`config.mk`:
```
export PLATFORM = sky130hd
export DESIGN_NAME = dashed_line_vertex_expander_core
export DESIGN_NICKNAME = d
export VERILOG_FILES = /design/src/rtl/dlve_pkg.sv /design/src/rtl/dlve_setup.sv /design/src/rtl/dlve_queue.sv /design/src/rtl/dlve_emit.sv /design/src/rtl/dashed_line_vertex_expander_core.sv
export VERILOG_INCLUDE_DIRS = /design/src /design/src/rtl
export SDC_FILE = /design/constraint.sdc
export NUM_CORES = 2
export LEC_CHECK = 0
export ABC_AREA = 1
export BUFFER_PORTS_ARGS = -buffer_cell sky130_fd_sc_hd__buf_4
export CELL_PAD_IN_SITES_DETAIL_PLACEMENT = 1
export CELL_PAD_IN_SITES_GLOBAL_PLACEMENT = 2
export CORE_ASPECT_RATIO = 1.75
export CORE_UTILIZATION = 46
export CTS_BUF_LIST = sky130_fd_sc_hd__clkbuf_8 sky130_fd_sc_hd__clkbuf_16
export CTS_CLUSTER_SIZE = 30
export DETAILED_ROUTE_END_ITERATION = 10
export PLACE_DENSITY_LB_ADDON = 0.1
export SLEW_MARGIN = 20
export SYNTH_ARGS = -nofsm -noshare
export SYNTH_HDL_FRONTEND = slang
export SYNTH_HIERARCHICAL = 1
export SYNTH_SLANG_ARGS = --single-unit
```
`constraint.sdc`:
```
create_clock -name clk -period 32.5 [get_ports clk]
set_input_delay 0 -clock clk [delete_from_list [all_inputs] [get_ports clk]]
set_output_delay 0 -clock clk [all_outputs]
set_load 0.03 [all_outputs]
```
`src/rtl/dashed_line_vertex_expander_core_defines.svh`:
```
// Assertion macros for the dashed line vertex expander core
`ifndef DASHED_LINE_VERTEX_EXPANDER_CORE_DEFINES_SVH
`define DASHED_LINE_VERTEX_EXPANDER_CORE_DEFINES_SVH
`define DLVE_ASSERT_SAME(label, ante, cons) \
  label: assert property (@(posedge clk) disable iff (rst) (ante) |-> (cons)) \
    else $error("dlve assertion failed");
`define DLVE_ASSERT_NEXT(label, ante, cons) \
  label: assert property (@(posedge clk) disable iff (rst) (ante) |=> (cons)) \
    else $error("dlve assertion failed");
`endif

```
`src/rtl/dlve_pkg.sv`:
```
// Shared types and constants for the dashed line vertex expander
`timescale 1ns / 1ps
package dlve_pkg;
  localparam int BUFFER_DEPTH = 64;
  localparam int LIM = (BUFFER_DEPTH - 1 > 63) ? 63 : BUFFER_DEPTH - 1;
  localparam int KW = 7;
  localparam int QDEPTH = 2;

  localparam logic [1:0] STYLE_DASHED = 2'd1;
  localparam logic [1:0] STYLE_DASHDOT = 2'd2;

  typedef struct packed {
    logic [31:0] sx;
    logic [31:0] sy;
    logic [31:0] ex;
    logic [31:0] ey;
    logic        se;
    logic        ee;
    logic        dashed;
    logic        plen4;
    logic [32:0] c1;
    logic [32:0] len;
    logic [31:0] stx1;
    logic [31:0] sty1;
    logic [31:0] stx2;
    logic [31:0] sty2;
    logic [KW-1:0] f;
  } seg_t;

  typedef struct packed {
    logic push;
    logic full;
  } qctl_t;

  typedef enum logic [2:0] {
    SU_IDLE, SU_SQ_MUL, SU_SQ_ACC, SU_SQRT, SU_DV_MUL, SU_DV_ACC, SU_DIV, SU_PUSH
  } setup_state_t;

  typedef enum logic [1:0] {
    EM_IDLE, EM_COUNT, EM_EMIT
  } emit_state_t;
endpackage

```
`src/rtl/dlve_setup.sv`:
```
// Segment setup: length by square root and per-phase steps by division
`timescale 1ns / 1ps
module dlve_setup (
  input  logic                clk,
  input  logic                rst,
  input  logic                seg_valid,
  output logic                seg_stall,
  input  logic signed [31:0]  start_x,
  input  logic signed [31:0]  start_y,
  input  logic                start_endside,
  input  logic signed [31:0]  end_x,
  input  logic signed [31:0]  end_y,
  input  logic                end_endside,
  input  logic [1:0]          line_style,
  input  logic [30:0]         dash_length,
  input  logic [5:0]          buffer_fill,
  output dlve_pkg::qctl_t     qctl_push,
  input  logic                q_full,
  output dlve_pkg::seg_t      rec
);
  localparam int KW = dlve_pkg::KW;

  dlve_pkg::setup_state_t state, state_next;

  logic [31:0] sx, sy, ex, ey;
  logic        se, ee;
  logic [1:0]  style;
  logic [30:0] dash;
  logic [KW-1:0] f;
  logic [32:0] adx, ady;
  logic        sgnx, sgny;
  logic [65:0] acc;
  logic [49:0] prod;
  logic [1:0]  j;
  logic [1:0]  d;
  logic [5:0]  cnt;
  logic [34:0] srem;
  logic [32:0] root;
  logic [32:0] len;
  logic        dashed;
  logic [32:0] drem;
  logic [33:0] nlo;
  logic [33:0] q;
  logic [31:0] steps [4];

  logic signed [32:0] dxw, dyw;
  logic [32:0] adx_in, ady_in;
  logic [KW-1:0] fill1, f_in;
  logic [32:0] c1, c2, mx, ma;
  logic [16:0] mb;
  logic [65:0] acc_next;
  logic [36:0] srem_sh, strial;
  logic        sge;
  logic [32:0] root_next;
  logic [33:0] drem_sh;
  logic        dge;
  logic [33:0] q_next;
  logic        accept;

  assign dxw = {end_x[31], end_x} - {start_x[31], start_x};
  assign dyw = {end_y[31], end_y} - {start_y[31], start_y};
  assign adx_in = dxw[32] ? 33'(-dxw) : 33'(dxw);
  assign ady_in = dyw[32] ? 33'(-dyw) : 33'(dyw);
  assign fill1 = KW'(buffer_fill) + KW'(1);
  assign f_in = (fill1 > KW'(dlve_pkg::LIM - 1)) ? KW'(dlve_pkg::LIM - 1) : fill1;

  assign c1 = (dash != 31'd0) ? {2'b00, dash} : len;
  assign c2 = c1 >> 2;

  always_comb begin
    if (state == dlve_pkg::SU_SQ_MUL) begin
      ma = j[1] ? ady : adx;
      mx = ma;
    end else begin
      ma = d[0] ? ady : adx;
      mx = d[1] ? c2 : c1;
    end
    mb = j[0] ? {1'b0, mx[32:17]} : mx[16:0];
  end

  assign acc_next = acc + (j[0] ? 66'({prod, 17'b0}) : 66'(prod));

  assign srem_sh = {srem[34:0], acc[65:64]};
  assign strial = {2'b00, root, 2'b01};
  assign sge = srem_sh >= strial;
  assign root_next = {root[31:0], sge};

  assign drem_sh = {drem, nlo[33]};
  assign dge = drem_sh >= {1'b0, len};
  assign q_next = {q[32:0], dge};

  assign accept = (state == dlve_pkg::SU_IDLE) && seg_valid;

  always_comb begin
    state_next = state;
    unique case (state)
      dlve_pkg::SU_IDLE:   if (seg_valid) state_next = dlve_pkg::SU_SQ_MUL;
      dlve_pkg::SU_SQ_MUL: state_next = dlve_pkg::SU_SQ_ACC;
      dlve_pkg::SU_SQ_ACC: state_next = (j == 2'd3) ? dlve_pkg::SU_SQRT : dlve_pkg::SU_SQ_MUL;
      dlve_pkg::SU_SQRT: begin
        if (cnt == 6'd32) begin
          state_next = (((style == dlve_pkg::STYLE_DASHED) ||
                         (style == dlve_pkg::STYLE_DASHDOT)) && (root_next != 33'd0))
                       ? dlve_pkg::SU_DV_MUL : dlve_pkg::SU_PUSH;
        end
      end
      dlve_pkg::SU_DV_MUL: state_next = dlve_pkg::SU_DV_ACC;
      dlve_pkg::SU_DV_ACC: state_next = (j == 2'd1) ? dlve_pkg::SU_DIV : dlve_pkg::SU_DV_MUL;
      dlve_pkg::SU_DIV: begin
        if (cnt == 6'd33) state_next = (d == 2'd3) ? dlve_pkg::SU_PUSH : dlve_pkg::SU_DV_MUL;
      end
      dlve_pkg::SU_PUSH:   if (!q_full) state_next = dlve_pkg::SU_IDLE;
      default:             state_next = dlve_pkg::SU_IDLE;
    endcase
  end

  always_comb begin
    seg_stall = (state != dlve_pkg::SU_IDLE);
    qctl_push.push = (state == dlve_pkg::SU_PUSH) && !q_full;
    qctl_push.full = q_full;
  end

  always_ff @(posedge clk) begin
    if (rst) begin
      state <= dlve_pkg::SU_IDLE;
    end else begin
      state <= state_next;
    end
  end

  always_ff @(posedge clk) begin
    unique case (state)
      dlve_pkg::SU_IDLE: begin
        if (accept) begin
          sx <= start_x;
          sy <= start_y;
          ex <= end_x;
          ey <= end_y;
          se <= start_endside;
          ee <= end_endside;
          style <= line_style;
          dash <= dash_length;
          f <= f_in;
          adx <= adx_in;
          ady <= ady_in;
          sgnx <= dxw[32];
          sgny <= dyw[32];
          acc <= 66'd0;
          j <= 2'd0;
        end
      end
      dlve_pkg::SU_SQ_MUL, dlve_pkg::SU_DV_MUL: begin
        prod <= ma * mb;
      end
      dlve_pkg::SU_SQ_ACC: begin
        acc <= acc_next;
        j <= j + 2'd1;
        srem <= 35'd0;
        root <= 33'd0;
        cnt <= 6'd0;
      end
      dlve_pkg::SU_SQRT: begin
        srem <= sge ? 35'(srem_sh - strial) : srem_sh[34:0];
        root <= root_next;
        acc <= {acc[63:0], 2'b00};
        cnt <= cnt + 6'd1;
        if (cnt == 6'd32) begin
          len <= root_next;
          dashed <= ((style == dlve_pkg::STYLE_DASHED) ||
                     (style == dlve_pkg::STYLE_DASHDOT)) && (root_next != 33'd0);
          d <= 2'd0;
          j <= 2'd0;
          acc <= 66'd0;
        end
      end
      dlve_pkg::SU_DV_ACC: begin
        acc <= acc_next;
        j <= j + 2'd1;
        drem <= {1'b0, acc_next[65:34]};
        nlo <= acc_next[33:0];
        q <= 34'd0;
        cnt <= 6'd0;
      end
      dlve_pkg::SU_DIV: begin
        drem <= dge ? 33'(drem_sh - {1'b0, len}) : drem_sh[32:0];
        nlo <= {nlo[32:0], 1'b0};
        q <= q_next;
        cnt <= cnt + 6'd1;
        if (cnt == 6'd33) begin
          steps[d] <= (d[0] ? sgny : sgnx) ? 32'(34'd0 - q_next) : q_next[31:0];
          d <= d + 2'd1;
          j <= 2'd0;
          acc <= 66'd0;
        end
      end
      dlve_pkg::SU_PUSH: begin
      end
      default: begin
      end
    endcase
  end

  always_comb begin
    rec.sx = sx;
    rec.sy = sy;
    rec.ex = ex;
    rec.ey = ey;
    rec.se = se;
    rec.ee = ee;
    rec.dashed = dashed;
    rec.plen4 = (style == dlve_pkg::STYLE_DASHDOT);
    rec.c1 = c1;
    rec.len = len;
    rec.stx1 = steps[0];
    rec.sty1 = steps[1];
    rec.stx2 = steps[2];
    rec.sty2 = steps[3];
    rec.f = f;
  end
endmodule

```
`src/rtl/dlve_queue.sv`:
```
// Two-entry queue of segment records between setup and vertex emission
`timescale 1ns / 1ps
module dlve_queue (
  input  logic              clk,
  input  logic              rst,
  input  dlve_pkg::qctl_t   qctl_push,
  input  dlve_pkg::seg_t    wr_rec,
  output logic              full,
  input  logic              pop,
  output logic              rd_valid,
  output dlve_pkg::seg_t    rd_rec
);
  dlve_pkg::seg_t mem [dlve_pkg::QDEPTH];
  logic       wp, rp;
  logic [1:0] count;

  assign full = (count == 2'(dlve_pkg::QDEPTH));
  assign rd_valid = (count != 2'd0);
  assign rd_rec = mem[rp];

  always_ff @(posedge clk) begin
    if (qctl_push.push) mem[wp] <= wr_rec;
  end

  always_ff @(posedge clk) begin
    if (rst) begin
      wp <= 1'b0;
      rp <= 1'b0;
      count <= 2'd0;
    end else begin
      if (qctl_push.push) wp <= ~wp;
      if (pop) rp <= ~rp;
      count <= count + 2'(qctl_push.push) - 2'(pop);
    end
  end
endmodule

```
`src/rtl/dlve_emit.sv`:
```
// Vertex emission: pattern count pass for dashed segments, then one vertex per cycle while not stalled
`timescale 1ns / 1ps
module dlve_emit (
  input  logic            clk,
  input  logic            rst,
  input  logic            rec_valid,
  input  dlve_pkg::seg_t  rec_in,
  output logic            rec_pop,
  output logic            vtx_valid,
  input  logic            vtx_stall,
  output logic [31:0]     out_x,
  output logic [31:0]     out_y,
  output logic            pen_down,
  output logic            endside_mark,
  output logic [5:0]      vertex_index,
  output logic            last_vertex
);
  localparam int KW = dlve_pkg::KW;
  localparam logic [KW-1:0] LIMK = KW'(dlve_pkg::LIM);

  dlve_pkg::emit_state_t state, state_next;
  dlve_pkg::seg_t r;

  logic [KW-1:0] k, kf, e_idx;
  logic [35:0]   dlen;
  logic [1:0]    ph;
  logic [31:0]   px, py;

  logic [32:0]   c;
  logic [35:0]   dl;
  logic          hit, cdone;
  logic [KW-1:0] kf_cnt;
  logic [1:0]    ph_next;
  logic          load;
  logic [31:0]   nx, ny;

  assign c = (ph == 2'd0) ? r.c1 : (r.c1 >> 2);
  assign dl = dlen + 36'(c);
  assign hit = dl >= 36'(r.len);
  assign ph_next = r.plen4 ? ph + 2'd1 : {1'b0, ~ph[0]};
  assign nx = px + ((ph == 2'd0) ? r.stx1 : r.stx2);
  assign ny = py + ((ph == 2'd0) ? r.sty1 : r.sty2);

  always_comb begin
    cdone = 1'b0;
    kf_cnt = k;
    if (!ph[0]) begin
      if (k == LIMK) begin
        cdone = 1'b1;
        kf_cnt = LIMK;
      end else if (hit) begin
        cdone = 1'b1;
        kf_cnt = k + KW'(1);
      end
    end else if (hit || (k == LIMK)) begin
      cdone = 1'b1;
      kf_cnt = k;
    end
  end

  always_comb begin
    state_next = state;
    unique case (state)
      dlve_pkg::EM_IDLE: begin
        if (rec_valid) state_next = rec_in.dashed ? dlve_pkg::EM_COUNT : dlve_pkg::EM_EMIT;
      end
      dlve_pkg::EM_COUNT: if (cdone) state_next = dlve_pkg::EM_EMIT;
      dlve_pkg::EM_EMIT:  if (load && (e_idx == kf)) state_next = dlve_pkg::EM_IDLE;
      default:            state_next = dlve_pkg::EM_IDLE;
    endcase
  end

  always_comb begin
    rec_pop = (state == dlve_pkg::EM_IDLE) && rec_valid;
    load = (state == dlve_pkg::EM_EMIT) && (!vtx_valid || !vtx_stall);
  end

  always_ff @(posedge clk) begin
    if (rst) begin
      state <= dlve_pkg::EM_IDLE;
      vtx_valid <= 1'b0;
    end else begin
      state <= state_next;
      if (load) vtx_valid <= 1'b1;
      else if (!vtx_stall) vtx_valid <= 1'b0;
    end
  end

  always_ff @(posedge clk) begin
    unique case (state)
      dlve_pkg::EM_IDLE: begin
        if (rec_valid) begin
          r <= rec_in;
          k <= rec_in.f;
          kf <= rec_in.f + KW'(1);
          e_idx <= rec_in.f;
          dlen <= 36'd0;
          ph <= 2'd0;
          px <= rec_in.sx;
          py <= rec_in.sy;
        end
      end
      dlve_pkg::EM_COUNT: begin
        dlen <= dl;
        ph <= ph_next;
        k <= k + KW'(1);
        if (cdone) begin
          kf <= kf_cnt;
          k <= kf_cnt;
          ph <= 2'd0;
        end
      end
      dlve_pkg::EM_EMIT: begin
        if (load) begin
          vertex_index <= e_idx[5:0];
          endside_mark <= (e_idx <= KW'((kf + r.f - KW'(1)) >> 1)) ? r.se : r.ee;
          last_vertex <= (e_idx == kf);
          e_idx <= e_idx + KW'(1);
          if (e_idx == r.f) begin
            out_x <= r.sx;
            out_y <= r.sy;
            pen_down <= 1'b0;
          end else if (e_idx == kf) begin
            out_x <= r.ex;
            out_y <= r.ey;
            pen_down <= 1'b1;
          end else begin
            out_x <= nx;
            out_y <= ny;
            pen_down <= !ph[0];
            px <= nx;
            py <= ny;
            ph <= ph_next;
          end
        end
      end
      default: begin
      end
    endcase
  end
endmodule

```
`src/rtl/dashed_line_vertex_expander_core.sv`:
```
// Top level of the dashed line vertex expander
`timescale 1ns / 1ps
`include "dashed_line_vertex_expander_core_defines.svh"
// Expands one segment into move/draw polyline vertices (one vertex per output item, in
// index order, final item flagged by last_vertex). A front end takes a segment and works
// out the length (squaring through one 33x17 multiplier, then 33 square root iterations)
// and, for dashed and dash-dot segments of nonzero length, four step divisions, one
// quotient bit a cycle. A two-entry queue feeds a back end that walks the pattern once,
// phase by phase, to find the final index and then emits one vertex per cycle while
// vtx_stall does not hold it, overlapping the setup of the next segment.
module dashed_line_vertex_expander_core (
  input  logic               clk,
  input  logic               rst,
  input  logic               seg_valid,
  output logic               seg_stall,
  input  logic signed [31:0] start_x,
  input  logic signed [31:0] start_y,
  input  logic               start_endside,
  input  logic signed [31:0] end_x,
  input  logic signed [31:0] end_y,
  input  logic               end_endside,
  input  logic [1:0]         line_style,
  input  logic [30:0]        dash_length,
  input  logic [5:0]         buffer_fill,
  output logic               vtx_valid,
  input  logic               vtx_stall,
  output logic signed [31:0] out_x,
  output logic signed [31:0] out_y,
  output logic               pen_down,
  output logic               endside_mark,
  output logic [5:0]         vertex_index,
  output logic               last_vertex
);
  dlve_pkg::qctl_t qctl;
  dlve_pkg::seg_t  wr_rec, rd_rec;
  logic            q_full, rec_valid, rec_pop;
  logic [31:0]     ox, oy;

  dlve_setup u_setup (
    .clk, .rst, .seg_valid, .seg_stall,
    .start_x, .start_y, .start_endside, .end_x, .end_y, .end_endside,
    .line_style, .dash_length, .buffer_fill,
    .qctl_push(qctl), .q_full, .rec(wr_rec)
  );

  dlve_queue u_queue (
    .clk, .rst, .qctl_push(qctl), .wr_rec, .full(q_full),
    .pop(rec_pop), .rd_valid(rec_valid), .rd_rec
  );

  dlve_emit u_emit (
    .clk, .rst, .rec_valid, .rec_in(rd_rec), .rec_pop,
    .vtx_valid, .vtx_stall, .out_x(ox), .out_y(oy), .pen_down, .endside_mark,
    .vertex_index, .last_vertex
  );

  assign out_x = ox;
  assign out_y = oy;

  `DLVE_ASSERT_SAME(a_no_overflow, qctl.push, !q_full)
  `DLVE_ASSERT_SAME(a_pop_nonempty, rec_pop, rec_valid)
  `DLVE_ASSERT_SAME(a_index_nonzero, vtx_valid, vertex_index != 6'd0)
endmodule

```
## Word-level counts from Yosys, hierarchy flattened

Memories as Yosys holds them, arrays and structs flattened. A register that Yosys moved wholly into a read port is not among the register bits.
Cells that the tools add are included.

- Memories kept: 2
- Word-level logic and storage cells: 267
- Register bits after elaboration: 1102
- RAM bits: 794
- Output and inout bits: 75

- $mul: 1
- Muxes and demuxes: 96
- Bitwise gates (word level): 3
- $lt $le $gt $ge: 5
- Reduce and logical (&&, ||, !) cells: 45
- Add/sub/neg operators: 23
- Equal/unequal tests: 32

Memory list:

| name | words | width | read ports | clocked after memory_dff | write ports | line | text |
|---|---|---|---|---|---|---|---|
| u_queue.mem | 2 | 333 | 1 | 1 | 1 | dlve_queue.sv:13 | `dlve_pkg::seg_t mem [dlve_pkg::QDEPTH];` |
| u_setup.steps | 4 | 32 | 4 | 0 | 1 | dlve_setup.sv:44 | `logic [31:0] steps [4];` |

Operators with widths:

| operator | number |
|---|---|
| 32-bit two-way mux | 17 |
| 33-bit two-way mux | 8 |
| 66-bit two-way mux | 4 |
| 66-bit case mux with 4 select lines | 1 |
| 33-bit case mux with 2 select lines | 2 |
| 32-bit case mux with 2 select lines | 2 |
| 36-bit case mux with 2 select lines | 1 |
| 35-bit case mux with 2 select lines | 1 |
| 34-bit case mux with 2 select lines | 1 |
| 66-bit adder | 1 |
| 33-bit negation | 2 |
| 32-bit by 32-bit subtractor with 33-bit output | 2 |
| 32-bit adder | 2 |
| 31-bit case mux with 2 select lines | 1 |
| 7-bit two-way mux | 8 |
| 33-bit by 17-bit multiplier with 50-bit output | 1 |
| 7-bit case mux with 2 select lines | 3 |
| 37-bit by 35-bit >= comparator with 1-bit output | 1 |
| 36-bit by 33-bit adder with 36-bit output | 1 |
| 36-bit by 33-bit >= comparator with 1-bit output | 1 |
| 2-bit two-way mux | 18 |
| 36-bit two-way mux | 1 |
| 35-bit two-way mux | 1 |
| 35-bit subtractor | 1 |
| 47 further kinds | 124 |

## Logic depth before layout (Yosys ltp)

- Depth in word-level cells: 9
- Depth in mapped cells: 38
- Mapped depth without buffers: 35

## Cells and area by module

Netlist, hierarchy kept.

By module, submodules not included:

| module | times used | area an instance (um2) | cells each |
|---|---|---|---|
| dlve_setup | 1 | 61208.7 | 7471 |
| dlve_emit | 1 | 27068.5 | 2530 |
| dlve_queue | 1 | 24352.1 | 1067 |

## Worst setup path after synthesis

OpenSTA, ideal clock, no wires.

- Path type: register -> register
- Start point: register u_setup.state[2]
- End point: memory u_queue/mem[0][0] (netlist name) (enable)
- Library setup time: 1.034 ns
- Slack: 16.572 ns
- Period minus slack after synthesis: 15.928 ns
- Required time: 31.466 ns
- Arrival time: 14.894 ns
- Stages on the path, launching flop included: 6
- Cell sequence: dfxtp_1 > clkbuf_1 > inv_1 > nor3_1 > inv_1 > nor2_1

RTL lines:

| element | line | text |
|---|---|---|
| start: declaration | dlve_setup.sv:23 | `dlve_pkg::setup_state_t state, state_next;` |
| start signal: assignment | dlve_setup.sv:125 | `state <= dlve_pkg::SU_IDLE;` |
| start signal: assignment | dlve_setup.sv:127 | `state <= state_next;` |
| end: declaration | dlve_queue.sv:13 |  |

==> out/qor.yml <==
status:
  outcome: "completed"
critical_path:
  worst_path_most_repeated_cell: "nand2_1"
  end_kind: "flip-flop"
  cp_slowest_stage_delay_ns: 0.80
  cp.required_ns: 33.03
  arrival_ns: 10.42
  slowest_stage: "nand2_2"
  critical_path_class: "reg2reg"
  crit_path_max_fanout: 32
  cp-start-kind: "flip-flop"
floorplanning:
  die_w_um: 376
  die-area_um2: 247000
  start_util: 0.462
  die_h_um: 657
  core_um2: 244000
  ios: 248
  num_rows: 240
sta:
  rsz0062_at_grt: "no"
  finalHoldViolCount: 0
  period_share: 0.304
  relSlewSlack: 0.157
  finalSetupTns_ns: 0
  finalClockSkew_ns: 0.107
  worst_pin_slew_ns: 1.25
  slew_viol_final: 0
  fmax_ghz: 0.101
  period_needed_ns: 9.89
  setup_viol: 0
detailed_routing:
  num_vias: 84319
  top_layer: "met5"
  routed_wl_um: 429000
  wl_met2_um: 226000
  drc_errors: 0
  vias_per_cell: 5.59
  met1Wirelength_um: 147000
  post_drt_wl_per_cell_um: 28.5
  drtAntennaViolNets: 0
  drt_iter0_drc: 5252
  dr_wl_met3_um: 17300
  drtPass1Iterations: 5
global_routing:
  grt_use_total: 0.346
  grt_pass1_vias: 92408
  grt_overflow: 0
  grt_pass1_wl_um: 620000
  grt_max_degree: 127
  antenna_found_initial: 15
layout:
  layout-drive-gt1-share: 0.103
  syn2layout_area_growth_pct: 13.3
  post-route-util: 0.523
  nets: 12798
clock_network:
  path_clk_slew_ns: 0.08
  root_buffer: "clkbuf_16"
  cts_htree_levels: 4
  cts_sinks: 1897
  clk_latency_ns: 0.88
  cts_tree: "yes"
  cts_buffers: 188
  clock_path_buffers: 4
place:
  hpwl_um: 328000
  place_congestion: 0.972
  port_buffers: 247
logic_synthesis:
  netlist_instances: 11067
  yosysWarnings: 6
  syn-cell-area_um2: 113000
  avgSynthCellArea_um2: 10.2
  synth_fp_nets: 12201
min_path:
  hp-class: "in2reg"
flow_run:
  cap_violations: 0
[sequential cells by signal, indices dropped and copies added, names as in the netlist, 31 cells and up, named ones only]
name / count
u_queue/mem: 666
u_emit/r: 332
u_setup/steps: 128
u_setup/acc: 66
u_setup/prod: 50
u_emit/dlen: 36
u_setup/srem: 35
u_setup/nlo: 34
u_setup/adx: 33
u_setup/ady: 33
u_setup/drem: 33
u_setup/len: 33
u_setup/root: 33
u_emit/out_x: 32
u_emit/out_y: 32
u_emit/px: 32
u_emit/py: 32
u_setup/ex: 32
u_setup/ey: 32
u_setup/sx: 32
u_setup/sy: 32
u_setup/dash: 31
u_setup/q: 31
[worst paths after layout]
kind | startpoint | endpoint | slack (ns) | cells past startpoint
min | line_style[1] | u_setup/style[1] | 0.06 | 2
min reg2reg | u_setup/steps[0][13] | u_queue/mem[1][116] | 0.40 | 0
max reg2reg | u_setup/dash[24] | u_setup/prod[48] | 22.61 | 32
max | u_setup/dash[24] | u_setup/prod[48] | 22.61 | 32
[layout by cell type (no fill, tap or decap), types with 19 or more instances in the layout]
cell and n:
a21boi_0 21, a21o_1 46, a21oi_1 509, a22o_1 25, a31oi_1 72, buf_4 338
bufinv_16 19, clkbuf_16 190, clkinv_1 49, clkinv_2 34, dlygate4sd3_1 343, edfxtp_1 1886
fa_1 472, ha_1 487, inv_1 1606, inv_2 21, mux2_2 401, nand2_1 2374
nand2_2 30, nand3_1 430, nand4_1 111, nor2_1 976, nor2_2 22, nor3_1 95
nor4_1 40, o211ai_1 90, o21ai_0 462, o21ai_1 34, o21bai_1 52, or2_2 25
xnor2_1 117, xor2_1 196
[layer usage]
layer | track usage | vias to the layer above
li1 | - | 38194
met1 | 0.351 | 42667
met2 | 0.639 | 2378
met3 | 0.0457 | 1070
met4 | 0.262 | 10
met5 | 0 | -
[final cells by class]
class	count	area (um^2)
fill	26886	116000
inverter	1634	6160
clock buffer	193	4800
antenna	13	32.5
timing repair buffer	686	6080
tap	3267	4090
multi-input combinational	7257	48300
sequential	1897	56900
clock inverter	141	1290
[worst max-delay path: cells and delay by family, from the launching register on]
kind | cells | cell delay (ns)
adders and majority gates | 7 | 3.61
xor gates and xnor gates | 1 | 0.06
AOI/OAI and AO/OA | 2 | 1.03
and+or+nand+nor | 18 | 3.80
buffers and inverters | 4 | 0.62
DFF | 1 | 0.39
[through the flow]
| stage | hold slack, ns | cells | instance area (um^2) | worst slack [ns] |
|---|---|---|---|---|
| 2_1_floorplan | 0.0624 | 11067 | 113000 | 16.57 |
| 3_3_place_gp | 0.185 | 14394 | 118000 | 22.74 |
| 3_5_place_dp | 0.184 | 14397 | 118000 | 22.67 |
| 4_1_cts | 0.0142 | 15074 | 127000 | 22.57 |
| 5_1_grt | 0.0264 | 15077 | 128000 | 22.12 |
| 6_report | 0.0588 | 15088 | 128000 | 22.61 |
[what timing repair did]
item                                    4_1_cts  5_1_grt
gates resized for setup                       0        0
endpoints found under the setup margin        0        0
endpoints found under the hold margin       216        0
hold buffers                                343        0
setup buffers                                 0        0
Power is not shown: default switching activity piles up to over one toggle a cycle in this logic, so the estimate is an artifact.
